File: src/sv/tgp_pkg.sv
// Shared types, codes and helpers of the touch gesture to pointer block.
package tgp_pkg;

   localparam int NORM_W   = 16;
   localparam int SIZE_W   = 13;
   localparam int COORD_W  = 12;
   localparam int ID_W     = 8;
   localparam int TIME_W   = 32;
   localparam int TAP_W    = 16;
   localparam int CSR_IDX_W = 2;
   localparam int CSR_DATA_W = 16;
   localparam int MAX_RESULTS = 3;
   localparam int RCNT_W   = $clog2(MAX_RESULTS + 1);
   localparam int RPOS_W   = $clog2(MAX_RESULTS);

   localparam logic [CSR_IDX_W-1:0] CSR_SCREEN_WIDTH  = 2'd0;
   localparam logic [CSR_IDX_W-1:0] CSR_SCREEN_HEIGHT = 2'd1;
   localparam logic [CSR_IDX_W-1:0] CSR_TAP_TIME      = 2'd2;

   localparam logic [SIZE_W-1:0] RESET_WIDTH  = 13'd640;
   localparam logic [SIZE_W-1:0] RESET_HEIGHT = 13'd480;
   localparam logic [TAP_W-1:0]  RESET_TAP    = 16'd250;

   localparam logic BTN_LEFT  = 1'b0;
   localparam logic BTN_RIGHT = 1'b1;

   typedef enum logic [1:0] {
      ACT_DOWN   = 2'd0,
      ACT_UP     = 2'd1,
      ACT_MOTION = 2'd2
   } action_type;

   typedef enum logic [1:0] {
      EV_MOVE    = 2'd0,
      EV_PRESS   = 2'd1,
      EV_RELEASE = 2'd2
   } event_kind_type;

   typedef enum logic [1:0] {
      DRAG_IDLE  = 2'd0,
      DRAG_TWO   = 2'd1,
      DRAG_THREE = 2'd2,
      DRAG_SPENT = 2'd3
   } drag_mode_type;

   typedef struct packed {
      event_kind_type      kind;
      logic                button;
      logic [COORD_W-1:0]  x;
      logic [COORD_W-1:0]  y;
   } result_type;

   typedef struct packed {
      logic [RCNT_W-1:0]               count;
      result_type [MAX_RESULTS-1:0]    res;
   } batch_type;

   // True when time t has reached or passed time u, modulo 2^32.
   function automatic logic ticks_passed(input logic [TIME_W-1:0] t,
                                         input logic [TIME_W-1:0] u);
      logic [TIME_W-1:0] d;
      d = u - t;
      return (d == '0) || d[TIME_W-1];
   endfunction

endpackage

File: src/sv/tgp_scale.sv
// Fixed-point scaling of a normalized touch coordinate to screen pixels.
module tgp_scale
   import tgp_pkg::*;
(
   input  logic [NORM_W-1:0]  norm,
   input  logic [SIZE_W-1:0]  size,
   output logic [COORD_W-1:0] pos
);

   logic [NORM_W+SIZE_W-1:0] prod;
   logic [SIZE_W-1:0]        whole;

   assign prod  = norm * size;
   assign whole = prod[NORM_W+SIZE_W-1:NORM_W];
   // saturate anything past the 12-bit screen range
   assign pos   = (whole > SIZE_W'(2 ** COORD_W - 1)) ? '1 : whole[COORD_W-1:0];

endmodule

File: src/sv/tgp_gesture.sv
// Finger slot table, drag mode and gesture decisions for one event.
module tgp_gesture
   import tgp_pkg::*;
#(
   parameter int SLOTS = 3
) (
   input  logic                clock,
   input  logic                reset,
   input  logic                fire,
   input  logic [1:0]          action,
   input  logic [ID_W-1:0]     finger_id,
   input  logic [TIME_W-1:0]   now,
   input  logic [COORD_W-1:0]  pos_x,
   input  logic [COORD_W-1:0]  pos_y,
   input  logic [TAP_W-1:0]    tap_time,
   output batch_type           batch
);

   localparam int SIW = $clog2(SLOTS);
   localparam int DCW = $clog2(SLOTS + 1);

   logic [SLOTS-1:0]   used_ff, used_in;
   logic [ID_W-1:0]    sid_ff    [SLOTS];
   logic [ID_W-1:0]    sid_in    [SLOTS];
   logic [TIME_W-1:0]  dt_ff     [SLOTS];
   logic [TIME_W-1:0]  dt_in     [SLOTS];
   logic [COORD_W-1:0] fx_ff     [SLOTS];
   logic [COORD_W-1:0] fx_in     [SLOTS];
   logic [COORD_W-1:0] fy_ff     [SLOTS];
   logic [COORD_W-1:0] fy_in     [SLOTS];
   logic [COORD_W-1:0] lx_ff     [SLOTS];
   logic [COORD_W-1:0] lx_in     [SLOTS];
   logic [COORD_W-1:0] ly_ff     [SLOTS];
   logic [COORD_W-1:0] ly_in     [SLOTS];
   drag_mode_type      mode_ff, mode_in;
   logic [COORD_W-1:0] px_ff, px_in, py_ff, py_in;

   logic [SLOTS-1:0]   match;
   logic [SLOTS-1:0]   held_long;
   logic [DCW-1:0]     down;
   logic [DCW-1:0]     longs;
   logic               hit;
   logic [SIW-1:0]     idx;
   logic               take_hit;
   logic [SIW-1:0]     take_idx;
   logic               early_found;
   logic [SIW-1:0]     first;
   logic [TIME_W-1:0]  early;
   logic               drag_start;
   logic               changed;
   logic               moves;
   logic               drag_btn;

   // Per-slot match and long-hold tests.
   always_comb begin
      for (int i = 0; i < SLOTS; i++) begin
         match[i]     = used_ff[i] && (sid_ff[i] == finger_id);
         held_long[i] = used_ff[i] &&
                        ticks_passed(now, dt_ff[i] + TIME_W'(tap_time));
      end
      down  = DCW'($countones(used_ff));
      longs = DCW'($countones(held_long));
   end

   // Highest matching slot for up/motion, lowest free-or-matching for down.
   always_comb begin
      hit      = 1'b0;
      idx      = '0;
      take_hit = 1'b0;
      take_idx = '0;
      for (int i = 0; i < SLOTS; i++) begin
         if (match[i]) begin
            hit = 1'b1;
            idx = SIW'(i);
         end
      end
      for (int i = SLOTS - 1; i >= 0; i--) begin
         if (!used_ff[i] || match[i]) begin
            take_hit = 1'b1;
            take_idx = SIW'(i);
         end
      end
   end

   // Earliest finger, scanned in slot order with the wrapping compare.
   always_comb begin
      early_found = 1'b0;
      first       = '0;
      early       = '0;
      for (int i = 0; i < SLOTS; i++) begin
         if (used_ff[i] && (!early_found || !ticks_passed(dt_ff[i], early))) begin
            early_found = 1'b1;
            first       = SIW'(i);
            early       = dt_ff[i];
         end
      end
   end

   assign drag_start = (down >= DCW'(2)) && (mode_ff == DRAG_IDLE) && (longs >= DCW'(2));
   assign drag_btn   = (longs == DCW'(2)) ? BTN_LEFT : BTN_RIGHT;
   assign changed    = (pos_x != lx_ff[idx]) || (pos_y != ly_ff[idx]);
   assign moves      = (down <= DCW'(1)) || (first == idx);

   // Decide results and next state.
   always_comb begin
      used_in = used_ff;
      sid_in  = sid_ff;
      dt_in   = dt_ff;
      fx_in   = fx_ff;
      fy_in   = fy_ff;
      lx_in   = lx_ff;
      ly_in   = ly_ff;
      mode_in = mode_ff;
      px_in   = px_ff;
      py_in   = py_ff;
      batch   = '0;

      case (action)
         ACT_DOWN: begin
            if (take_hit) begin
               used_in[take_idx] = 1'b1;
               sid_in[take_idx]  = finger_id;
               dt_in[take_idx]   = now;
               fx_in[take_idx]   = pos_x;
               fy_in[take_idx]   = pos_y;
               lx_in[take_idx]   = pos_x;
               ly_in[take_idx]   = pos_y;
               mode_in           = DRAG_IDLE;
               if (down == '0) begin
                  batch.res[0] = '{kind: EV_MOVE, button: BTN_LEFT, x: pos_x, y: pos_y};
                  batch.count  = RCNT_W'(1);
                  px_in        = pos_x;
                  py_in        = pos_y;
               end
            end
         end
         ACT_UP: begin
            if (hit) begin
               used_in[idx] = 1'b0;
               if (mode_ff == DRAG_IDLE) begin
                  // tap: one finger gives left, two fingers give right
                  if (!held_long[idx] && (down <= DCW'(2))) begin
                     if (down == DCW'(2))
                        mode_in = DRAG_SPENT;
                     batch.res[0] = '{kind: EV_MOVE, button: BTN_LEFT, x: pos_x, y: pos_y};
                     batch.res[1] = '{kind: EV_PRESS, button: (down == DCW'(2)),
                                      x: pos_x, y: pos_y};
                     batch.res[2] = '{kind: EV_RELEASE, button: (down == DCW'(2)),
                                      x: pos_x, y: pos_y};
                     batch.count  = RCNT_W'(3);
                     px_in        = pos_x;
                     py_in        = pos_y;
                  end
               end else if (down == DCW'(1)) begin
                  // last finger lifted: end the drag at the pointer
                  mode_in = DRAG_IDLE;
                  if ((mode_ff == DRAG_TWO) || (mode_ff == DRAG_THREE)) begin
                     batch.res[0] = '{kind: EV_MOVE, button: BTN_LEFT, x: px_ff, y: py_ff};
                     batch.res[1] = '{kind: EV_RELEASE,
                                      button: (mode_ff == DRAG_THREE),
                                      x: px_ff, y: py_ff};
                     batch.count  = RCNT_W'(2);
                  end
               end
            end
         end
         ACT_MOTION: begin
            if (hit) begin
               if (drag_start) begin
                  mode_in      = (longs == DCW'(2)) ? DRAG_TWO : DRAG_THREE;
                  batch.res[0] = '{kind: EV_MOVE, button: BTN_LEFT,
                                   x: fx_ff[first], y: fy_ff[first]};
                  batch.res[1] = '{kind: EV_PRESS, button: drag_btn,
                                   x: fx_ff[first], y: fy_ff[first]};
                  batch.count  = RCNT_W'(2);
                  px_in        = fx_ff[first];
                  py_in        = fy_ff[first];
               end
               if (changed) begin
                  lx_in[idx] = pos_x;
                  ly_in[idx] = pos_y;
                  if (moves) begin
                     if (drag_start) begin
                        batch.res[2] = '{kind: EV_MOVE, button: BTN_LEFT, x: pos_x, y: pos_y};
                        batch.count  = RCNT_W'(3);
                     end else begin
                        batch.res[0] = '{kind: EV_MOVE, button: BTN_LEFT, x: pos_x, y: pos_y};
                        batch.count  = RCNT_W'(1);
                     end
                     px_in = pos_x;
                     py_in = pos_y;
                  end
               end
            end
         end
         default: begin
         end
      endcase
   end

   always_ff @(posedge clock) begin
      if (reset) begin
         used_ff <= '0;
         mode_ff <= DRAG_IDLE;
         px_ff   <= '0;
         py_ff   <= '0;
      end else if (fire) begin
         used_ff <= used_in;
         mode_ff <= mode_in;
         px_ff   <= px_in;
         py_ff   <= py_in;
      end
   end

   // Slot payload: only read while the slot is in use.
   always_ff @(posedge clock) begin
      if (fire) begin
         sid_ff <= sid_in;
         dt_ff  <= dt_in;
         fx_ff  <= fx_in;
         fy_ff  <= fy_in;
         lx_ff  <= lx_in;
         ly_ff  <= ly_in;
      end
   end

endmodule

File: src/sv/tgp_outq.sv
// Result register: holds one event's results and sends them one per cycle while rsp_ready is high.
module tgp_outq
   import tgp_pkg::*;
(
   input  logic                clock,
   input  logic                reset,
   input  logic                load,
   input  batch_type           batch,
   output logic                load_ok,
   output logic                rsp_valid,
   input  logic                rsp_ready,
   output logic [1:0]          rsp_event_kind,
   output logic                rsp_button,
   output logic [COORD_W-1:0]  rsp_out_x,
   output logic [COORD_W-1:0]  rsp_out_y,
   output logic                rsp_last
);

   logic [RCNT_W-1:0]             cnt_ff;
   logic [RPOS_W-1:0]             pos_ff;
   result_type [MAX_RESULTS-1:0]  res_ff;
   result_type                    head;

   assign rsp_valid = (cnt_ff != '0);
   assign rsp_last  = (cnt_ff == RCNT_W'(1));
   assign load_ok   = !rsp_valid || (rsp_last && rsp_ready);
   assign head      = res_ff[pos_ff];

   assign rsp_event_kind = head.kind;
   assign rsp_button     = head.button;
   assign rsp_out_x      = head.x;
   assign rsp_out_y      = head.y;

   always_ff @(posedge clock) begin
      if (reset) begin
         cnt_ff <= '0;
         pos_ff <= '0;
      end else if (load) begin
         cnt_ff <= batch.count;
         pos_ff <= '0;
      end else if (rsp_valid && rsp_ready) begin
         cnt_ff <= cnt_ff - RCNT_W'(1);
         pos_ff <= pos_ff + RPOS_W'(1);
      end
   end

   always_ff @(posedge clock) begin
      if (load) begin
         res_ff <= batch.res;
      end
   end

endmodule

File: src/sv/touch_gesture_to_pointer.sv
// Top level of the touch gesture to pointer translator.
//
// Turns finger down/up/motion transactions from a touch panel into pointer
// move, button press and button release transactions. Each accepted request
// is scaled to screen pixels as it enters the input register
// ((norm * size) >> 16, saturated to 4095), then evaluated combinationally
// against the finger slot table and drag mode, which load the result register
// with zero to three results. Results leave one per cycle while rsp_ready is
// high, in order, with rsp_last marking the final result of a request. With
// the result register free, a request passes the input register and then the
// result register before its first result is valid; one request per cycle is
// taken when each yields at most one result and the receiver does not stall.
// A request with several results holds the result register until its last
// result is taken. The result register drains in parallel with the next
// request waiting in the input register. Tracks FINGER_SLOTS fingers
// (2 to 8). Configuration writes (screen width, screen height, tap time) take
// effect at once and belong only to idle periods.
module touch_gesture_to_pointer
   import tgp_pkg::*;
#(
   parameter int FINGER_SLOTS = 3
) (
   input  logic                   clock,
   input  logic                   reset,

   input  logic                   req_valid,
   output logic                   req_ready,
   input  logic [1:0]             req_action,
   input  logic [ID_W-1:0]        req_finger_id,
   input  logic [TIME_W-1:0]      req_timestamp_ms,
   input  logic [NORM_W-1:0]      req_norm_x,
   input  logic [NORM_W-1:0]      req_norm_y,

   output logic                   rsp_valid,
   input  logic                   rsp_ready,
   output logic [1:0]             rsp_event_kind,
   output logic                   rsp_button,
   output logic [COORD_W-1:0]     rsp_out_x,
   output logic [COORD_W-1:0]     rsp_out_y,
   output logic                   rsp_last,

   input  logic                   csr_write,
   input  logic [CSR_IDX_W-1:0]   csr_index,
   input  logic [CSR_DATA_W-1:0]  csr_wdata
);

   // configuration registers
   logic [SIZE_W-1:0]   width_ff;
   logic [SIZE_W-1:0]   height_ff;
   logic [TAP_W-1:0]    tap_ff;

   // input register
   logic                in_valid_ff;
   logic [1:0]          act_ff;
   logic [ID_W-1:0]     id_ff;
   logic [TIME_W-1:0]   now_ff;
   logic [COORD_W-1:0]  x_ff;
   logic [COORD_W-1:0]  y_ff;

   logic [COORD_W-1:0]  x_in;
   logic [COORD_W-1:0]  y_in;
   logic                req_fire;
   logic                proc_fire;
   logic                load_ok;
   batch_type           batch;

   // Evaluate the held request once the result register can take its results.
   assign proc_fire = in_valid_ff && load_ok;
   assign req_ready = !reset && (!in_valid_ff || proc_fire);
   assign req_fire  = req_valid && req_ready;

   always_ff @(posedge clock) begin
      if (reset) begin
         width_ff  <= RESET_WIDTH;
         height_ff <= RESET_HEIGHT;
         tap_ff    <= RESET_TAP;
      end else if (csr_write) begin
         case (csr_index)
            CSR_SCREEN_WIDTH:  width_ff  <= csr_wdata[SIZE_W-1:0];
            CSR_SCREEN_HEIGHT: height_ff <= csr_wdata[SIZE_W-1:0];
            CSR_TAP_TIME:      tap_ff    <= csr_wdata[TAP_W-1:0];
            default: begin
               // drop writes to unmapped indexes
            end
         endcase
      end
   end

   // Scale positions on the way into the input register.
   tgp_scale u_scale_x (
      .norm (req_norm_x),
      .size (width_ff),
      .pos  (x_in)
   );

   tgp_scale u_scale_y (
      .norm (req_norm_y),
      .size (height_ff),
      .pos  (y_in)
   );

   always_ff @(posedge clock) begin
      if (reset) begin
         in_valid_ff <= 1'b0;
      end else if (req_fire) begin
         in_valid_ff <= 1'b1;
      end else if (proc_fire) begin
         in_valid_ff <= 1'b0;
      end
   end

   // Hold the request payload until it is evaluated.
   always_ff @(posedge clock) begin
      if (req_fire) begin
         act_ff <= req_action;
         id_ff  <= req_finger_id;
         now_ff <= req_timestamp_ms;
         x_ff   <= x_in;
         y_ff   <= y_in;
      end
   end

   tgp_gesture #(
      .SLOTS (FINGER_SLOTS)
   ) u_gesture (
      .clock     (clock),
      .reset     (reset),
      .fire      (proc_fire),
      .action    (act_ff),
      .finger_id (id_ff),
      .now       (now_ff),
      .pos_x     (x_ff),
      .pos_y     (y_ff),
      .tap_time  (tap_ff),
      .batch     (batch)
   );

   tgp_outq u_outq (
      .clock          (clock),
      .reset          (reset),
      .load           (proc_fire),
      .batch          (batch),
      .load_ok        (load_ok),
      .rsp_valid      (rsp_valid),
      .rsp_ready      (rsp_ready),
      .rsp_event_kind (rsp_event_kind),
      .rsp_button     (rsp_button),
      .rsp_out_x      (rsp_out_x),
      .rsp_out_y      (rsp_out_y),
      .rsp_last       (rsp_last)
   );

endmodule

File: config.mk
export PLATFORM = sky130hd
export DESIGN_NAME = touch_gesture_to_pointer
export DESIGN_NICKNAME = d
export VERILOG_FILES = /design/src/sv/tgp_pkg.sv /design/src/sv/tgp_scale.sv /design/src/sv/tgp_gesture.sv /design/src/sv/tgp_outq.sv /design/src/sv/touch_gesture_to_pointer.sv
export SDC_FILE = /design/constraint.sdc
export NUM_CORES = 2
export LEC_CHECK = 0
export BUFFER_PORTS_ARGS = -buffer_cell sky130_fd_sc_hd__buf_4
export CORE_UTILIZATION = 65
export DETAILED_ROUTE_END_ITERATION = 8
export PLACE_DENSITY = 0.9
export SLEW_MARGIN = 10
export SYNTH_ARGS = -nofsm -noshare
export SYNTH_HDL_FRONTEND = slang
export SYNTH_SLANG_ARGS = --single-unit
File: constraint.sdc
create_clock -name clock -period 12.6 [get_ports clock]
set_clock_uncertainty 0.2 [all_clocks]
set_input_delay 2.52 -clock clock [delete_from_list [all_inputs] [get_ports clock]]
set_output_delay 2.52 -clock clock [all_outputs]
set_load 0.01 [all_outputs]
# Word level (Yosys, flattened, before mapping)
# Index checks and enable logic that the tools add are counted.
dict set report word_totals {
  wordCells 305
  output_inout_bits 30
  in_bits 97
  regBits 487
}
dict set report op_classes {
  mul 2
  bitwise_logic 6
  n_eq_ne 27
  n_lt_le_gt_ge 16
  reduce_logical 70
  mux 125
  addsub 14
}
# op count
set ops {}
lappend ops {{12-bit 2-to-1 mux} 28}
lappend ops {{83-bit 2-to-1 mux} 3}
lappend ops {{36-bit bitwise mux} 6}
lappend ops {{36-bit 2-to-1 mux} 6}
lappend ops {{27-bit 2-to-1 mux} 6}
lappend ops {{54-bit 2-to-1 mux} 3}
lappend ops {{32-bit zero test} 5}
lappend ops {{32-bit subtractor} 5}
lappend ops {{36-bit case mux with 2 select lines} 2}
lappend ops {{54-bit case mux with 2 select lines} 1}
lappend ops {{32-bit by 16-bit adder with 32-bit output} 3}
lappend ops {{12-bit binary-select mux with 2-bit select} 4}
lappend ops {{96-bit bitwise mux} 1}
lappend ops {{32-bit 2-to-1 mux} 3}
lappend ops {{27-bit case mux with 3 select lines} 1}
lappend ops {{12-bit case mux with 3 select lines} 2}
lappend ops {{32-bit demux with 2-bit select} 1}
lappend ops {{16-bit by 13-bit multiplier with 29-bit output} 2}
lappend ops {{29-bit 2-to-1 mux} 2}
lappend ops {{27-bit binary-select mux with 2-bit select} 1}
lappend ops {{53-bit 2-to-1 mux} 1}
lappend ops {{12-bit demux with 2-bit select} 2}
lappend ops {{24-bit 2-to-1 mux} 2}
lappend ops {{2-bit 2-to-1 mux} 22}
lappend ops {{46 further kinds} 148}

# Logic depth before layout (Yosys ltp)
dict set report depth {
  word_depth 26
  mapped_depth 39
  mapped_depth_nobuf 32
}

# Hierarchy
# From an unflattened synthesis, not the netlist that was laid out.
dict set report hier_totals {
  cells_unflattened 4974
  hier_area_um2 46779.9
}
# mod n_inst seq_area_each_um2 area_each_um2 cells_per_inst
set modules_own_cells {}
lappend modules_own_cells {tgp_gesture 1 8508.2 26110.0 2901}
lappend modules_own_cells {{tgp_scale (u_scale_x)} 1 0.0 6892.9 830}
lappend modules_own_cells {{tgp_scale (u_scale_y)} 1 0.0 6760.2 807}
lappend modules_own_cells {touch_gesture_to_pointer 1 2842.7 3767.4 238}
lappend modules_own_cells {tgp_outq 1 2512.4 3249.4 198}

# Worst setup path after synthesis
# No wires, ideal clock.
dict set report synth_timing {
  path_type {reg-to-reg}
  start {register u_gesture.used_ff[0]}
  end {register u_outq.res_ff[54] in the netlist's numbering (data pin)}
  setup_slack_ns 3.229
  setup_ns 0.255
  n_path_buf 8
  required_time_ns 12.145
  arrival_ns 8.916
  path_stages_with_launch 39
  period_less_slack_ns 9.371
  path_cell_list {dfxtp_1 -> clkbuf_1 -> inv_1 -> clkbuf_1 -> buf_1 -> nor2_1 -> ha_1 -> clkbuf_1 -> a21oi_1 -> o21a_1 -> or3_1 -> o2111ai_1 -> or4_1 -> or4_1 -> nor4_1 -> nand4_1 -> o31a_1 -> buf_2 -> (+3 left out) -> ha_1 -> inv_1 -> fa_1 -> a211o_1 -> a2111o_1 -> a21oi_2 -> o21bai_1 -> a31oi_1 -> xnor2_1 -> or4_1 -> or4_1 -> nor4_2 -> a21oi_1 -> a21oi_1 -> a211oi_1 -> o21a_1 -> clkbuf_1 -> and2_1}
}
dict set report synth_via {
  elab_chain_len 21
  elab_cells_between_ends 49
  classes_between {add/sub (6); order compare (4); eq/ne (1); mux (19); reduce/logical (19)}
}
# element line_no
set synth_lines {}
lappend synth_lines {{start, declared} tgp_gesture.sv:22} ;# logic [SLOTS-1:0] used_ff, used_in;
lappend synth_lines {{start signal, assigned} tgp_gesture.sv:208} ;# used_ff <= used_in;
lappend synth_lines {{32-bit 2-to-1 mux} tgp_gesture.sv:91} ;# if (used_ff[i] && (!early_found || !ticks_passed(dt_ff[i], early))) begin
lappend synth_lines {{32-bit subtractor} tgp_pkg.sv:62} ;# d = u - t;
lappend synth_lines {{32-bit zero test} tgp_pkg.sv:63} ;# return (d == '0) || d[TIME_W-1];
lappend synth_lines {{1-bit logical OR} tgp_pkg.sv:63}
lappend synth_lines {{1-bit zero test} tgp_gesture.sv:91}
lappend synth_lines {{1-bit logical OR} tgp_gesture.sv:91}
lappend synth_lines {{1-bit logical AND} tgp_gesture.sv:91}
lappend synth_lines {{32-bit 2-to-1 mux} tgp_gesture.sv:91}
lappend synth_lines {{(+5 left out)} --}
lappend synth_lines {{1-bit logical AND} tgp_gesture.sv:91}
lappend synth_lines {{2-bit 2-to-1 mux} tgp_gesture.sv:91}
lappend synth_lines {{2-bit equality test} tgp_gesture.sv:102} ;# assign moves = (down <= DCW'(1)) || (first == idx);
lappend synth_lines {{1-bit logical OR} tgp_gesture.sv:102}
lappend synth_lines {{29-bit 2-to-1 mux} tgp_gesture.sv:182} ;# if (moves) begin
lappend synth_lines {{29-bit 2-to-1 mux} tgp_gesture.sv:179} ;# if (changed) begin
lappend synth_lines {{83-bit 2-to-1 mux} tgp_gesture.sv:168} ;# if (hit) begin
lappend synth_lines {{54-bit case mux with 2 select lines *} tgp_gesture.sv:118} ;# case (action)
lappend synth_lines {{end signal, assigned} tgp_outq.sv:49} ;# res_ff <= batch.res;
lappend synth_lines {{end, declared} tgp_outq.sv:21} ;# result_type [MAX_RESULTS-1:0] res_ff;
# Every way passes the cells marked *; elsewhere a longest branch is shown, timed or not. The select of a mux whose other input is x is not followed.
# A chain may end at the register's enable or synchronous reset.

# Final worst setup path
dict set report layout_timing {
  start {register u_gesture.used_ff[0]}
  end {register u_gesture.py_ff[1]}
}
dict set report layout_via {
  elab_chain_len 24
  elab_cells_between_ends 60
  classes_between {add/sub (6); order compare (4); eq/ne (6); mux (20); bitwise (1); reduce/logical (23)}
}
# element line_no
set layout_lines {}
lappend layout_lines {{32-bit 2-to-1 mux} tgp_gesture.sv:91}
lappend layout_lines {{32-bit subtractor} tgp_pkg.sv:62}
lappend layout_lines {{32-bit zero test} tgp_pkg.sv:63}
lappend layout_lines {{1-bit logical OR} tgp_pkg.sv:63}
lappend layout_lines {{1-bit zero test} tgp_gesture.sv:91}
lappend layout_lines {{1-bit logical OR} tgp_gesture.sv:91}
lappend layout_lines {{1-bit logical AND} tgp_gesture.sv:91}
lappend layout_lines {{32-bit 2-to-1 mux} tgp_gesture.sv:91}
lappend layout_lines {{(+7 left out)} --}
lappend layout_lines {{2-bit NOT with 3-bit output (implied by the code)} tgp_gesture.sv:177} ;# py_in = fy_ff[first];
lappend layout_lines {{12-bit binary-select mux with 2-bit select} tgp_gesture.sv:177}
lappend layout_lines {{12-bit 2-to-1 mux (implied by the code) (2 in a row)} tgp_gesture.sv:177}
lappend layout_lines {{12-bit 2-to-1 mux} tgp_gesture.sv:169} ;# if (drag_start) begin
lappend layout_lines {{12-bit 2-to-1 mux} tgp_gesture.sv:182}
lappend layout_lines {{12-bit 2-to-1 mux} tgp_gesture.sv:179}
lappend layout_lines {{12-bit 2-to-1 mux} tgp_gesture.sv:168}
lappend layout_lines {{12-bit case mux with 3 select lines} tgp_gesture.sv:118}
lappend layout_lines {{end signal, assigned} tgp_gesture.sv:211} ;# py_ff <= py_in;
lappend layout_lines {{end, declared} tgp_gesture.sv:36} ;# logic [COORD_W-1:0] px_ff, px_in, py_ff, py_in;
# Several ways; a longest one is shown, not always the timed one. The select of a mux whose other input is x is not followed.

==> results.txt <==
Of all nets on the critical path, the largest fanout is 26. The post-synthesis instance area was 44200 µm²; the total count of hold-check failures in the final report was 0. Port buffering added 126 buffers. In this run, placement finished with an instance count of 5477. The tools report the core footprint as 67200 µm². The final max-slew violation count was 0. The setup slack on the worst flop-to-flop path is 1220 ps, and the post-layout net count is 5467. For the tightest slew margin relative to the limit, the log shows 0.173.

The largest individual stage delay along the critical path comes from the cell sky130_fd_sc_hd__a22oi_4. The die is 263 µm tall. The run gives 0 as the number of max-cap violations. The relative contribution of the clock network to total power was 0.279; the x dimension of the die was 263 µm.

The worst hold path was traced through 2 stages. The power density over the cells is 121 nW/µm². The worst-case IR drop observed on VDD is 0.112 mV.

The switching power share of the total works out to 0.362. Following the worst setup path forward leads to its endpoint at u_gesture.py_ff[1]. The initial antenna violation count was 0; the number of clock sinks was 483. In this design, the stage delay of the slowest critical-path cell is 870 ps.

For this run, the leading register cell type out of synthesis is sky130_fd_sc_hd__edfxtp_1. For this design the total switching power over the nets is 2.07 mW. The run gives 0 ps as the accumulated negative setup slack. Routability-driven placement finished with a final weighted congestion of 1.02. The clock period minus final worst setup slack is 11380 ps, and the proportion of synthesized flip-flops having asynchronous set or reset is 0. The number of violations reported at the end of detailed-routing iteration 0 is 3837. The first global-routing pass estimated 190000 µm of wire. The run gives 0.355 as the share of total power in combinational logic. The initial cell density of the core is 0.658, and the worst path required time is 12920 ps.

The number of cell rows came out at 95. Summed over all layers, the routed wires come to 121000 µm. Share of the core filled with cells in the final layout: 0.706.

The top-level port count is 127, and the final hold slack is 255 ps. The launching instance or port of the critical path was u_gesture.used_ff[0]. The number of buffers between clock root and the deepest sink was 3. For the final setup violation count, the log shows 0.

The run finished with clean final reports. Counting flops with a built-in enable in the synthesized netlist gives 407. The endpoint identified for the worst register-to-register timing path is u_gesture.py_ff[1]. The layout-stage area growth over the synthesis result came out at 7.34%.

The type of the setup path with the least slack is register to register. The area of the die is 69000 µm², and the clock-pin transition on the worst setup and hold timing paths is 60 ps. The post-synth net total was 5468. The tree is rooted in a sky130_fd_sc_hd__clkbuf_16.

TritonCTS built the clock tree. The cell area after layout was 47400 µm². The via density per instance is 6.32, and the fraction of final layout cells with drive strength greater than 1 is 0.0759.

TritonCTS created 54 clock buffers. The depth of the worst register-to-register path was 31. The via count is 35.2k. Buffers inserted to repair hold after CTS numbered 0.

The post-CTS setup repair buffer count was 0. The total overflow left after global routing is 0. The number of gates resized after CTS was 0. The clock tree synthesis step divided the H-tree into 2 levels.

The internal power of the cells was 3.66 mW; the portion of the post-synthesis area used by sequential elements was 0.311. The run gives 20.6 nW as the static leakage. The path class of the tightest hold or removal check is register to register. The number of detailed-routing iterations run before antenna repair was 6; the remaining antenna violation count after routing was 0. A synthesized cell averages 9.48 µm². Setup repair after global routing left no endpoint under its margin.

The startpoint identified for the worst register-to-register timing path is u_gesture.used_ff[0]. After detailed routing, the number of remaining DRC violations is 0. The total half-perimeter wirelength after legalization and detailed placement was 92300 µm. Among the stages of the critical path, the cell type that occurs most often is sky130_fd_sc_hd__or4_1. Timing would allow up to 87.8 MHz. At the pin with the least slew margin, the transition time is 1240 ps. The repair_antennas step left the layout with diodes totalling 0. For the worst setup path, the data arrival time is 11700 ps.

The finished layout holds 5576 standard cells, fillers aside. The maximum number of pins on one net before global-route repair is 74, and the number of unique standard cell types used by synthesis is 86. The synthesized design contains 483 register bits. The kind of capture point of the worst setup path was a register.

The Yosys step of the flow raised 0 warnings. The tools report the startpoint class of the critical path as a register. The share of the clock period used by the worst path after layout works out to 0.904. For the clock insertion delay at the later pin of the skew report, the log shows 660 ps.

The all-layer global routing usage is 0.350, and the post-detailed-placement cell area is 45600 µm². After detailed routing, the average wire length per cell comes to 21.7 µm. The post-synthesis instance total was 4661; the sequential power share was 0.366.

The run gives 35.0k as the via count of the first global-routing pass.
## placed cells by master, fill, tap and decap left out, drive strengths merged, types with 58 or more instances in the layout
cell type    n
inv        626
nand2      587
edfxtp     407
fa         358
ha         352
a21oi      293
and2       266
o21ai      183
nor2       157
buf        146
nor3       132
mux2i       89
dfxtp       76
xor2        73
clkbuf      68
a21o        64
nand3       63
mux2        62
xnor2       58
## cell type report
| type | instances | area, µm² |
|---|---|---|
| tap | 873 | 1090 |
| multi-input combinational | 3348 | 27400 |
| sequential | 483 | 13700 |
| clock inverter | 31 | 379 |
| inverter | 627 | 2350 |
| timing repair buffer | 146 | 1100 |
| clock buffer | 68 | 1400 |
| fill | 4714 | 19700 |
## through the flow
stage               total power [mW]  setup slack [ps]
global placement                3.99              1630
global route                    6.01               657
CTS                             5.70              1400
finish                          5.73              1220
floorplan                       3.46              3230
detailed placement              4.09              1440
## worst min path at each step
stage,from,end,slack (ps)
after floorplan,tap_ff[10],tap_ff[10],240
after global placement,tap_ff[2],tap_ff[2],240
after detailed placement,tap_ff[14],tap_ff[14],250
after CTS,tap_ff[14],tap_ff[14],260
after global routing,u_gesture.px_ff[10],u_gesture.px_ff[10],280
final,tap_ff[14],tap_ff[14],260
## cells by family (layout without fill, tap and decap cells)
group	after synthesis	in the layout	share of synthesized area
simple gates	1454	1454	0.161
fa+ha+maj	710	710	0.262
buf+inv	830	872	0.0712
mux	151	151	0.0360
xor+xnor	131	131	0.0260
compound gates	902	902	0.133
flops	483	483	0.311
## state kept, by name, indices dropped and copies added, names as in the netlist, 13 cells and up
signal / count
height_ff: 13
now_ff: 32
tap_ff: 16
u_gesture.dt_ff: 96
u_gesture.fx_ff: 36
u_gesture.fy_ff: 36
u_gesture.lx_ff: 36
u_gesture.ly_ff: 36
u_gesture.sid_ff: 24
u_outq.res_ff: 77
width_ff: 13
## worst max-delay path: cells and delay by family, from the launching register on
kind            cells  cell delay (ps)
buf+inv             3              880
mux                 1              140
fa+ha+maj           3             1120
xor+xnor            1               80
flops               1              300
simple gates        8             2970
compound gates     15             5540
## power by group through the flow
stage	Clock (mW)	Combinational, mW	Sequential (mW)
after floorplan	0	1.43	2.03
after CTS	1.61	2.00	2.09
final	1.60	2.04	2.10
after detailed placement	0	1.97	2.12
after global routing	1.67	2.24	2.11
after global placement	0	1.88	2.11
## Yosys cell counts, types with 10 or more instances
master | instances | area (µm²)
sky130_fd_sc_hd__o21bai_1 | 22 | 165
sky130_fd_sc_hd__o211ai_1 | 35 | 263
sky130_fd_sc_hd__nor2_1 | 157 | 589
sky130_fd_sc_hd__a21boi_0 | 28 | 210
sky130_fd_sc_hd__o31ai_1 | 16 | 120
sky130_fd_sc_hd__xor2_1 | 73 | 639
sky130_fd_sc_hd__dfxtp_1 | 76 | 1520
sky130_fd_sc_hd__a21oi_1 | 291 | 1460
sky130_fd_sc_hd__nor4_1 | 23 | 144
sky130_fd_sc_hd__a31oi_1 | 21 | 131
sky130_fd_sc_hd__a211o_1 | 10 | 87.6
sky130_fd_sc_hd__or3_1 | 27 | 169
sky130_fd_sc_hd__o21ai_1 | 13 | 65.1
sky130_fd_sc_hd__o21a_1 | 39 | 293
sky130_fd_sc_hd__o31a_1 | 11 | 96.3
sky130_fd_sc_hd__nand4_1 | 35 | 219
sky130_fd_sc_hd__ha_1 | 352 | 4400
sky130_fd_sc_hd__nand2_1 | 587 | 2200
sky130_fd_sc_hd__clkbuf_1 | 184 | 691
sky130_fd_sc_hd__o21ai_0 | 170 | 851
sky130_fd_sc_hd__a211oi_1 | 31 | 233
sky130_fd_sc_hd__nor2b_1 | 36 | 225
sky130_fd_sc_hd__nand2b_1 | 29 | 181
sky130_fd_sc_hd__mux2_2 | 62 | 698
sky130_fd_sc_hd__and3_1 | 29 | 181
sky130_fd_sc_hd__nand3_1 | 63 | 315
sky130_fd_sc_hd__nor3_1 | 132 | 661
sky130_fd_sc_hd__edfxtp_1 | 407 | 12200
sky130_fd_sc_hd__fa_1 | 358 | 7170
sky130_fd_sc_hd__o2111ai_1 | 14 | 123
sky130_fd_sc_hd__a21o_1 | 63 | 473
sky130_fd_sc_hd__mux2i_1 | 89 | 891
sky130_fd_sc_hd__o22ai_2 | 20 | 250
sky130_fd_sc_hd__or2_2 | 13 | 81.3
sky130_fd_sc_hd__nor3b_1 | 13 | 97.6
sky130_fd_sc_hd__xnor2_1 | 58 | 508
sky130_fd_sc_hd__and2_1 | 266 | 1660
sky130_fd_sc_hd__o22ai_1 | 16 | 100
sky130_fd_sc_hd__inv_1 | 624 | 2340
## metal layers
metal  vias up  wire (µm)  track usage
met4         0       5090        0.143
met5         -          0            0
met3       350      11800       0.0600
met1     17000      48100        0.467
li1      15900          -            -
met2      1917      55900        0.568
Power figures use the tool's default switching activity.
